$ cat config.mk
export PLATFORM = sky130hd
export DESIGN_NAME = bounded_lifo_stack_top
export DESIGN_NICKNAME = d
export VERILOG_FILES = /design/src/rtl/core/blstk_pkg.sv /design/src/rtl/core/bounded_lifo_stack_top.sv /design/src/rtl/core/blstk_cell.sv /design/src/rtl/core/blstk_chain.sv
export SDC_FILE = /design/constraint.sdc
export NUM_CORES = 2
export LEC_CHECK = 0
export BUFFER_PORTS_ARGS = -buffer_cell sky130_fd_sc_hd__buf_2
export CELL_PAD_IN_SITES_DETAIL_PLACEMENT = 0
export CELL_PAD_IN_SITES_GLOBAL_PLACEMENT = 1
export CORE_ASPECT_RATIO = 1.25
export CORE_MARGIN = 5
export CORE_UTILIZATION = 45
export DETAILED_ROUTE_END_ITERATION = 10
export PLACE_DENSITY_LB_ADDON = 0.1
export SLEW_MARGIN = 20
export SYNTH_ARGS = -nofsm -noshare
export SYNTH_HDL_FRONTEND = slang
export SYNTH_SLANG_ARGS = --single-unit
$ cat constraint.sdc
create_clock -name clk -period 26.9 [get_ports clk]
set_input_delay 1.345 -clock clk [delete_from_list [all_inputs] [get_ports clk]]
set_output_delay 1.345 -clock clk [all_outputs]
set_load 0.05 [all_outputs]
$ cat src/rtl/core/blstk_pkg.sv
// Shared types, codes and constants of the bounded LIFO stack.
`default_nettype none

package blstk_pkg;

	// Built depth and word width.
	localparam int DEPTH_DEFAULT = 16;
	localparam int WORD_W = 32;
	localparam int CAP_W = 5;
	localparam int INDEX_W = 5;

	// Capacity register value after reset.
	localparam logic [CAP_W-1:0] CAP_RESET = 5'd16;

	// Word returned on a failed pop or peek.
	localparam logic [WORD_W-1:0] ERR_WORD = 32'hFFFF_FFFF;

	// Operation codes.
	localparam logic [1:0] FUNC_PUSH = 2'd0;
	localparam logic [1:0] FUNC_POP = 2'd1;
	localparam logic [1:0] FUNC_PEEK = 2'd2;

	// Status codes.
	localparam logic [1:0] STAT_OK = 2'd0;
	localparam logic [1:0] STAT_FULL = 2'd1;
	localparam logic [1:0] STAT_EMPTY = 2'd2;
	localparam logic [1:0] STAT_BADIDX = 2'd3;

	// Control that every cell of the chain sees in the same cycle.
	typedef struct packed {
		logic push;
		logic pop;
		logic load_rd;
		logic shift_rd;
	} cell_ctl_t;

	// Sequencer states.
	typedef enum logic [1:0] {
		ST_IDLE = 2'b01,
		ST_PEEK = 2'b10
	} state_t;

endpackage

`default_nettype wire

$ cat src/rtl/core/bounded_lifo_stack_top.sv
// Top level of the bounded LIFO stack: command sequencer, count and result registers.
//
// Usage:
//   Command channel: a transaction is taken at a rising edge with start high and
//   busy low; func selects push, pop or peek, value is the pushed word and index
//   the peek position counted from the top (1 is the top).
//   Result channel: done is high for exactly one cycle while data, status,
//   is_empty and is_full hold the result; the receiver cannot stall it.
//   Configuration channel: cfg_ready is always high; a transaction with cfg_valid
//   writes the capacity. Write it only while no command is in progress.
// Timing:
//   Push, pop, a failed peek and the unused code give their result in the cycle
//   after the command and the next command may follow at once (one per cycle).
//   A valid peek of position i gives its result once the entries, copied into
//   the cells' read registers, have been shifted one cell per cycle toward the
//   top until entry i reaches cell 0. busy is high meanwhile and drops as done
//   rises, so the next command is taken at the edge that ends the result cycle.
// Reset:
//   arst_n clears the count, the capacity to its reset value and the sequencer.
//   Entries hold nothing defined until pushed.
`default_nettype none

module bounded_lifo_stack_top #(
	parameter int DEPTH = blstk_pkg::DEPTH_DEFAULT
) (
	input  wire logic                               clk,
	input  wire logic                               arst_n,
	input  wire logic                               start,
	output logic                                    busy,
	input  wire logic [1:0]                         func,
	input  wire logic signed [blstk_pkg::WORD_W-1:0] value,
	input  wire logic [blstk_pkg::INDEX_W-1:0]      index,
	output logic                                    done,
	output logic signed [blstk_pkg::WORD_W-1:0]     data,
	output logic [1:0]                              status,
	output logic                                    is_empty,
	output logic                                    is_full,
	input  wire logic                               cfg_valid,
	output logic                                    cfg_ready,
	input  wire logic [blstk_pkg::CAP_W-1:0]        cfg_data
);

	localparam int CW = $clog2(DEPTH + 1);
	localparam int CMPW = (CW > blstk_pkg::CAP_W) ? CW : blstk_pkg::CAP_W;

	blstk_pkg::state_t state_q, state_d;
	logic [CW-1:0] count_q, count_d;
	logic [CW-1:0] remain_q, remain_d;
	logic [blstk_pkg::CAP_W-1:0] cap_q;
	blstk_pkg::cell_ctl_t ctl;

	logic [blstk_pkg::WORD_W-1:0] top_entry;
	logic [blstk_pkg::WORD_W-1:0] top_rd;

	logic [CMPW-1:0] cap_nz;
	logic [CMPW-1:0] cap_live;
	logic [CMPW-1:0] count_ext;
	logic [CMPW-1:0] count_d_ext;
	logic [CMPW-1:0] index_ext;

	logic res_valid;
	logic [blstk_pkg::WORD_W-1:0] res_data;
	logic [1:0] res_status;

	logic done_q;
	logic [blstk_pkg::WORD_W-1:0] data_q;
	logic [1:0] status_q;
	logic is_empty_q;
	logic is_full_q;

	// Capacity register; the channel is always ready.
	assign cfg_ready = 1'b1;

	always_ff @(posedge clk or negedge arst_n) begin
		if (!arst_n) begin
			cap_q <= blstk_pkg::CAP_RESET;
		end else if (cfg_valid && cfg_ready) begin
			cap_q <= cfg_data;
		end
	end

	// Capacity in force: zero acts as one, anything above the built depth as the depth.
	always_comb begin
		cap_nz = (cap_q == '0) ? CMPW'(1) : CMPW'(cap_q);
		cap_live = (cap_nz > CMPW'(DEPTH)) ? CMPW'(DEPTH) : cap_nz;
	end

	assign count_ext = CMPW'(count_q);
	assign count_d_ext = CMPW'(count_d);
	assign index_ext = CMPW'(index);
	assign busy = (state_q != blstk_pkg::ST_IDLE);

	// Command decode and peek sequencing.
	always_comb begin
		state_d = state_q;
		count_d = count_q;
		remain_d = remain_q;
		ctl = '0;
		res_valid = 1'b0;
		res_data = '0;
		res_status = blstk_pkg::STAT_OK;

		case (state_q)
			blstk_pkg::ST_IDLE: begin
				if (start) begin
					res_valid = 1'b1;
					case (func)
						blstk_pkg::FUNC_PUSH: begin
							if (count_ext >= cap_live) begin
								res_status = blstk_pkg::STAT_FULL;
							end else begin
								ctl.push = 1'b1;
								count_d = count_q + CW'(1);
							end
						end
						blstk_pkg::FUNC_POP: begin
							if (count_q == '0) begin
								res_status = blstk_pkg::STAT_EMPTY;
								res_data = blstk_pkg::ERR_WORD;
							end else begin
								ctl.pop = 1'b1;
								count_d = count_q - CW'(1);
								res_data = top_entry;
							end
						end
						blstk_pkg::FUNC_PEEK: begin
							if (index == '0 || index_ext > count_ext) begin
								res_status = blstk_pkg::STAT_BADIDX;
								res_data = blstk_pkg::ERR_WORD;
							end else begin
								res_valid = 1'b0;
								ctl.load_rd = 1'b1;
								remain_d = CW'(index_ext - CMPW'(1));
								state_d = blstk_pkg::ST_PEEK;
							end
						end
						default: begin
						end
					endcase
				end
			end
			blstk_pkg::ST_PEEK: begin
				if (remain_q == '0) begin
					res_valid = 1'b1;
					res_data = top_rd;
					state_d = blstk_pkg::ST_IDLE;
				end else begin
					ctl.shift_rd = 1'b1;
					remain_d = remain_q - CW'(1);
				end
			end
			default: begin
				state_d = blstk_pkg::ST_IDLE;
			end
		endcase
	end

	// Control registers.
	always_ff @(posedge clk or negedge arst_n) begin
		if (!arst_n) begin
			state_q <= blstk_pkg::ST_IDLE;
			count_q <= '0;
			remain_q <= '0;
			done_q <= 1'b0;
		end else begin
			state_q <= state_d;
			count_q <= count_d;
			remain_q <= remain_d;
			done_q <= res_valid;
		end
	end

	// Result registers; the flags reflect the count after the step.
	always_ff @(posedge clk) begin
		if (res_valid) begin
			data_q <= res_data;
			status_q <= res_status;
			is_empty_q <= (count_d == '0);
			is_full_q <= (count_d_ext >= cap_live);
		end
	end

	blstk_chain #(
		.DEPTH (DEPTH)
	) u_chain (
		.clk       (clk),
		.ctl       (ctl),
		.push_word (value),
		.top_entry (top_entry),
		.top_rd    (top_rd)
	);

	assign done = done_q;
	assign data = data_q;
	assign status = status_q;
	assign is_empty = is_empty_q;
	assign is_full = is_full_q;

endmodule

`default_nettype wire

$ cat src/rtl/core/blstk_cell.sv
// One stack cell: an entry register and a read register that shifts toward the top.
`default_nettype none

module blstk_cell (
	input  wire logic                            clk,
	input  wire blstk_pkg::cell_ctl_t            ctl,
	input  wire logic [blstk_pkg::WORD_W-1:0]    above_entry,
	input  wire logic [blstk_pkg::WORD_W-1:0]    below_entry,
	input  wire logic [blstk_pkg::WORD_W-1:0]    below_rd,
	output logic      [blstk_pkg::WORD_W-1:0]    entry_q,
	output logic      [blstk_pkg::WORD_W-1:0]    rd_q
);

	// A push moves every entry one place down, a pop one place up.
	always_ff @(posedge clk) begin
		if (ctl.push) begin
			entry_q <= above_entry;
		end else if (ctl.pop) begin
			entry_q <= below_entry;
		end
	end

	// The read register takes a copy of the entry, then passes it up one cell per cycle.
	always_ff @(posedge clk) begin
		if (ctl.load_rd) begin
			rd_q <= entry_q;
		end else if (ctl.shift_rd) begin
			rd_q <= below_rd;
		end
	end

endmodule

`default_nettype wire

$ cat src/rtl/core/blstk_chain.sv
// Row of stack cells with the top entry in cell 0.
`default_nettype none

module blstk_chain #(
	parameter int DEPTH = blstk_pkg::DEPTH_DEFAULT
) (
	input  wire logic                            clk,
	input  wire blstk_pkg::cell_ctl_t            ctl,
	input  wire logic [blstk_pkg::WORD_W-1:0]    push_word,
	output logic      [blstk_pkg::WORD_W-1:0]    top_entry,
	output logic      [blstk_pkg::WORD_W-1:0]    top_rd
);

	logic [blstk_pkg::WORD_W-1:0] entry [DEPTH];
	logic [blstk_pkg::WORD_W-1:0] rd [DEPTH];

	// Each cell is wired to its neighbors; the ends see the push word or their own value.
	for (genvar k = 0; k < DEPTH; k++) begin : g_cell
		logic [blstk_pkg::WORD_W-1:0] above_w;
		logic [blstk_pkg::WORD_W-1:0] below_w;
		logic [blstk_pkg::WORD_W-1:0] below_rd_w;

		if (k == 0) begin : g_first
			assign above_w = push_word;
		end else begin : g_mid_a
			assign above_w = entry[k-1];
		end

		if (k == DEPTH - 1) begin : g_last
			assign below_w = entry[k];
			assign below_rd_w = rd[k];
		end else begin : g_mid_b
			assign below_w = entry[k+1];
			assign below_rd_w = rd[k+1];
		end

		blstk_cell u_cell (
			.clk         (clk),
			.ctl         (ctl),
			.above_entry (above_w),
			.below_entry (below_w),
			.below_rd    (below_rd_w),
			.entry_q     (entry[k]),
			.rd_q        (rd[k])
		);
	end

	assign top_entry = entry[0];
	assign top_rd = rd[0];

endmodule

`default_nettype wire

==> results summary <==
The run finished with clean final reports. The number of primary I/O pins came out at 87. At the worst endpoint, the required time is 27.21 ns.

The final critical delay including setup and external delays came out at 6.48 ns. In the routed design, unresolved DRC markers number 0. The final count of hold timing violations is 0. The number of flops mapped to enable cells by yosys came out at 1060. The total number of H-tree levels is 3. Setup repair after global routing left no endpoint under its margin. The number of different library cells used by synthesis comes to 56. The proportion of synthesized chip area in sequential cells is a little over two thirds. The wire-length estimate of the detail-placed layout is 47500 um. The leakage power came out at 16.8 nW. Once layout is complete, the cells apart from fillers number around 5.0k.

The storage element area is ~32000 um2. Setup slack on the worst reg-to-reg path comes out at roughly 20 ns. The remaining antenna violation count after routing is 0. The total power density per cell area came out at 88.3 nW/um2. After floorplanning, the core was divided into 131 placement rows. The antenna diode count is 0. The post-synthesis instance total is 3501.

The dominant register cell in the synthesized netlist is edfxtp_1. The clock tree from TritonCTS is done. The length of the first detailed-routing pass in iterations is 5. The average vias per placed instance came out at 5.15.

The iteration-0 DRC count of the detailed router came out at 1701. The number of storage elements in the synthesis netlist came out at 1078. The initial antenna violation count is 0. The final-report setup violation count came out at 0. The number of nets in the finished design came out at 3610. By area the synthesized netlist is led by edfxtp_1 69%, nand2_1 12%, mux2_2 12%. The max-slew headroom at the worst pin is ~25%. CTS placed an instance of clkbuf_16 at the clock tree root. The area growth from synthesis to final layout came out at 10.7%. The transition at the pin with the smallest max-transition slack came out at between 1 and 1.5 ns. The overall routed net length is 87700 um.

The number of buffers inserted by port buffering came out at 85. After global routing the overflow that remains totals 0. Summed over all instances, the cell type with the most area after synthesis is edfxtp_1. The first global-routing pass estimated 142000 um of wire. The largest buffer count on any clock path is 3. The count of maximum capacitance violations is 0. The floorplan step set the die width to 296 um. At the later pin of the worst-skew pair, clock insertion delay measures around 0.7 ns. The number of sinks driven by the clock tree is 1078. When the netlist entered floorplanning its net count stood at about 3.6k. The number of CTS-inserted buffers is 110. The endpoint identified for the worst register-to-register timing path is u_chain.g_cell[13].u_cell.entry_q[26]. The number of placed instances, taps included came out at ~4.8k. Data on the critical path arrives at its endpoint at 6.79 ns.

The total of cells resized after clock tree synthesis is 0. The count of pins over their slew limit came to 0. Adding up every negative setup slack in the final design gives 0 ns.

On the final layout, the worst clock skew is 0.0265 ns. The share of synthesized flip-flops with an asynchronous set or reset came out at 1.67%. The fraction of synthesized cell area taken by the top area cell type is 69.2%. The fmax is approximately 150 MHz. The worst voltage drop across the vdd grid came out at 0.0607 mV. After clock tree synthesis, the setup repair step added 0 buffers. The placeable core region is 102000 um2. The launch instance of the worst register-to-register path is cap_q[2].

The die covers 109000 um2. The biggest fanout along the worst timing path came out at 157. The number of global-route vias before repair came out at 25.6k. The die height came out at approximately 370 um.

The netlist area before placement came out at about 46000 um2. The clock transition at the registers of the reported paths is ~0.060 ns. The worst min-delay path class is reg2reg.

At the end of routability-driven placement, the weighted congestion stood at 0.771. The mean instance size in the synthesized netlist came out at 13.1 um2. The critical path is of the reg2reg type.

For this run, the total global-route usage over all layers was measured as 15.9%. The number of fill cells in the layout came out at 8832. The type of destination of the critical path is a flip-flop. In this run the most critical hold path is launched from u_chain.g_cell[15].u_cell.entry_q[11]. The number of stages on the worst hold path is 0. The post-route netlist has 20.8% of its cells at a drive strength greater than 1. The worst hold path terminates at u_chain.g_cell[15].u_cell.rd_q[11].

The starting density of the core came out at 45.2%. The worst setup path is launched from a flip-flop. The depth of the worst register-to-register path came out at 12. The post-detailed-route wirelength per cell came out at 17.7 um. The area used by multi-input combinational logic is 12700 um2. The Yosys warning count came out at 0. The overall via count from detail_route is ~26k. Entering global routing, the biggest net connects 221 pins. The final cycle utilization of the critical path came out at approximately a quarter. For this design, the CTS-stage hold fixing added 0 buffers.
-- worst max-delay path by stage --
stage	endpoint	cells past startpoint	start
4_1_cts	u_chain.g_cell[8].u_cell.entry_q[24]	12	cap_q[2]
3_3_place_gp	u_chain.g_cell[14].u_cell.entry_q[24]	10	func[0]
5_1_grt	u_chain.g_cell[13].u_cell.entry_q[26]	12	cap_q[2]
6_report	u_chain.g_cell[13].u_cell.entry_q[26]	12	cap_q[2]
2_1_floorplan	u_chain.g_cell[0].u_cell.entry_q[0]	5	func[1]
3_5_place_dp	u_chain.g_cell[14].u_cell.entry_q[26]	10	func[0]
-- registers in the layout (all words and copies together) (netlist names) --
name                           flops
count_ext                          5
remain_q                           5
status                             2
is_empty                           1
u_chain.g_cell.u_cell.entry_q    512
u_chain.g_cell.u_cell.rd_q       512
done                               1
data                              32
is_full                            1
state_q                            2
cap_q                              5
-- layout make-up --
class	instances	share of cell area, %
tap	1330	3.27
inverter	18	0.165
clock inverter	70	1.13
timing repair buffer	114	1.39
multi-input combinational	2216	25.0
clock buffer	132	5.61
sequential	1078	63.4
-- through the flow --
step	utilization (%)	setup WS, ns	hold slack [ns]	total power [mW]	instance area (um2)
after floorplan	-	1.52	0.422	3.08	46000
after global placement	46.6	19.91	0.431	3.05	47500
after detailed placement	46.6	19.77	0.433	3.08	47500
after CTS	50.0	20.32	0.448	4.56	50900
after global routing	50.0	20.02	0.452	4.72	50900
final	50.0	20.42	0.447	4.49	50900
-- synthesized netlist by cell type (all sizes together) (2+ instances only) --
master	count
nor2	14
buf	161
mux2	485
nand2	1489
o21a	35
o21ai	49
inv	18
o211ai	3
o221ai	2
dfstp	2
xor2	2
mux2i	5
nor4	3
and3	2
nor2b	3
nor3	8
a21oi	44
nand2b	7
or4	2
a31oi	2
a21boi	2
a21o	2
a41oi	2
and2	2
and4	2
edfxtp	1060
ha	24
a2bb2oi	2
nand3	8
or3	2
dfrtp	16
clkbuf	28
-- cell families after synthesis --
logic type,synth area share (%)
buffers and inverters,2.15
muxes,12.0
other,0.00816
xor gates and xnor gates,0.0381
AOI/OAI and AO/OA,2.05
adders and majority gates,0.653
and+or+nand+nor,12.9
DFF,70.2
-- critical path, cell delays in order (launching register included) --
cell and delay [ns]:
dfrtp_1 0.40, nor3_1 0.19, nor2_1 0.06, nor2_1 0.17, ha_1 0.26, nand2b_1 0.14
a31oi_1 0.32, o21a_4 0.85, o21bai_4 0.27, buf_4 0.66, buf_4 0.78, buf_4 0.90
buf_12 0.71
-- per-layer routing --
metal	share of wire [%]	vias to the layer above	wire length [um]	GRT usage (%)
met5	0	-	0	0
met4	1.8	0	1580	4.47
met3	4.1	100	3600	2.52
met2	43	447	37800	23.6
met1	51	12600	44700	24.5
li1	-	12400	-	-
-- cell usage in the layout, fill, tap and decap left out, types with 2 or more instances in the layout --
| cell | count |
|---|---|
| a21o_1 | 2 |
| a21oi_1 | 43 |
| a2bb2oi_1 | 2 |
| a31oi_1 | 2 |
| a41oi_1 | 2 |
| and2_1 | 2 |
| and4_1 | 2 |
| buf_12 | 5 |
| buf_2 | 85 |
| buf_4 | 24 |
| bufinv_16 | 8 |
| clkbuf_1 | 21 |
| clkbuf_16 | 111 |
| clkinv_1 | 37 |
| clkinv_2 | 16 |
| clkinvlp_4 | 3 |
| dfrtp_1 | 16 |
| dfstp_2 | 2 |
| edfxtp_1 | 1060 |
| ha_1 | 24 |
| inv_1 | 17 |
| inv_16 | 2 |
| inv_6 | 3 |
| mux2_2 | 485 |
| mux2i_1 | 5 |
| nand2_1 | 1488 |
| nand2b_1 | 7 |
| nand3_1 | 8 |
| nor2_1 | 13 |
| nor2b_1 | 3 |
| nor3_1 | 8 |
| nor4_1 | 3 |
| o211ai_1 | 2 |
| o21a_1 | 34 |
| o21ai_0 | 48 |
| o221ai_1 | 2 |
| or3_1 | 2 |
| or4_1 | 2 |
| xor2_1 | 2 |
-- where the power goes --
| part | total, mW | internal (mW) | switching, mW |
|---|---|---|---|
| logic | 0.762 | 0.220 | 0.542 |
| registers | 2.26 | 2.17 | 0.0920 |
| clock network | 1.47 | 0.831 | 0.637 |
(Power assumes the default switching activity.)
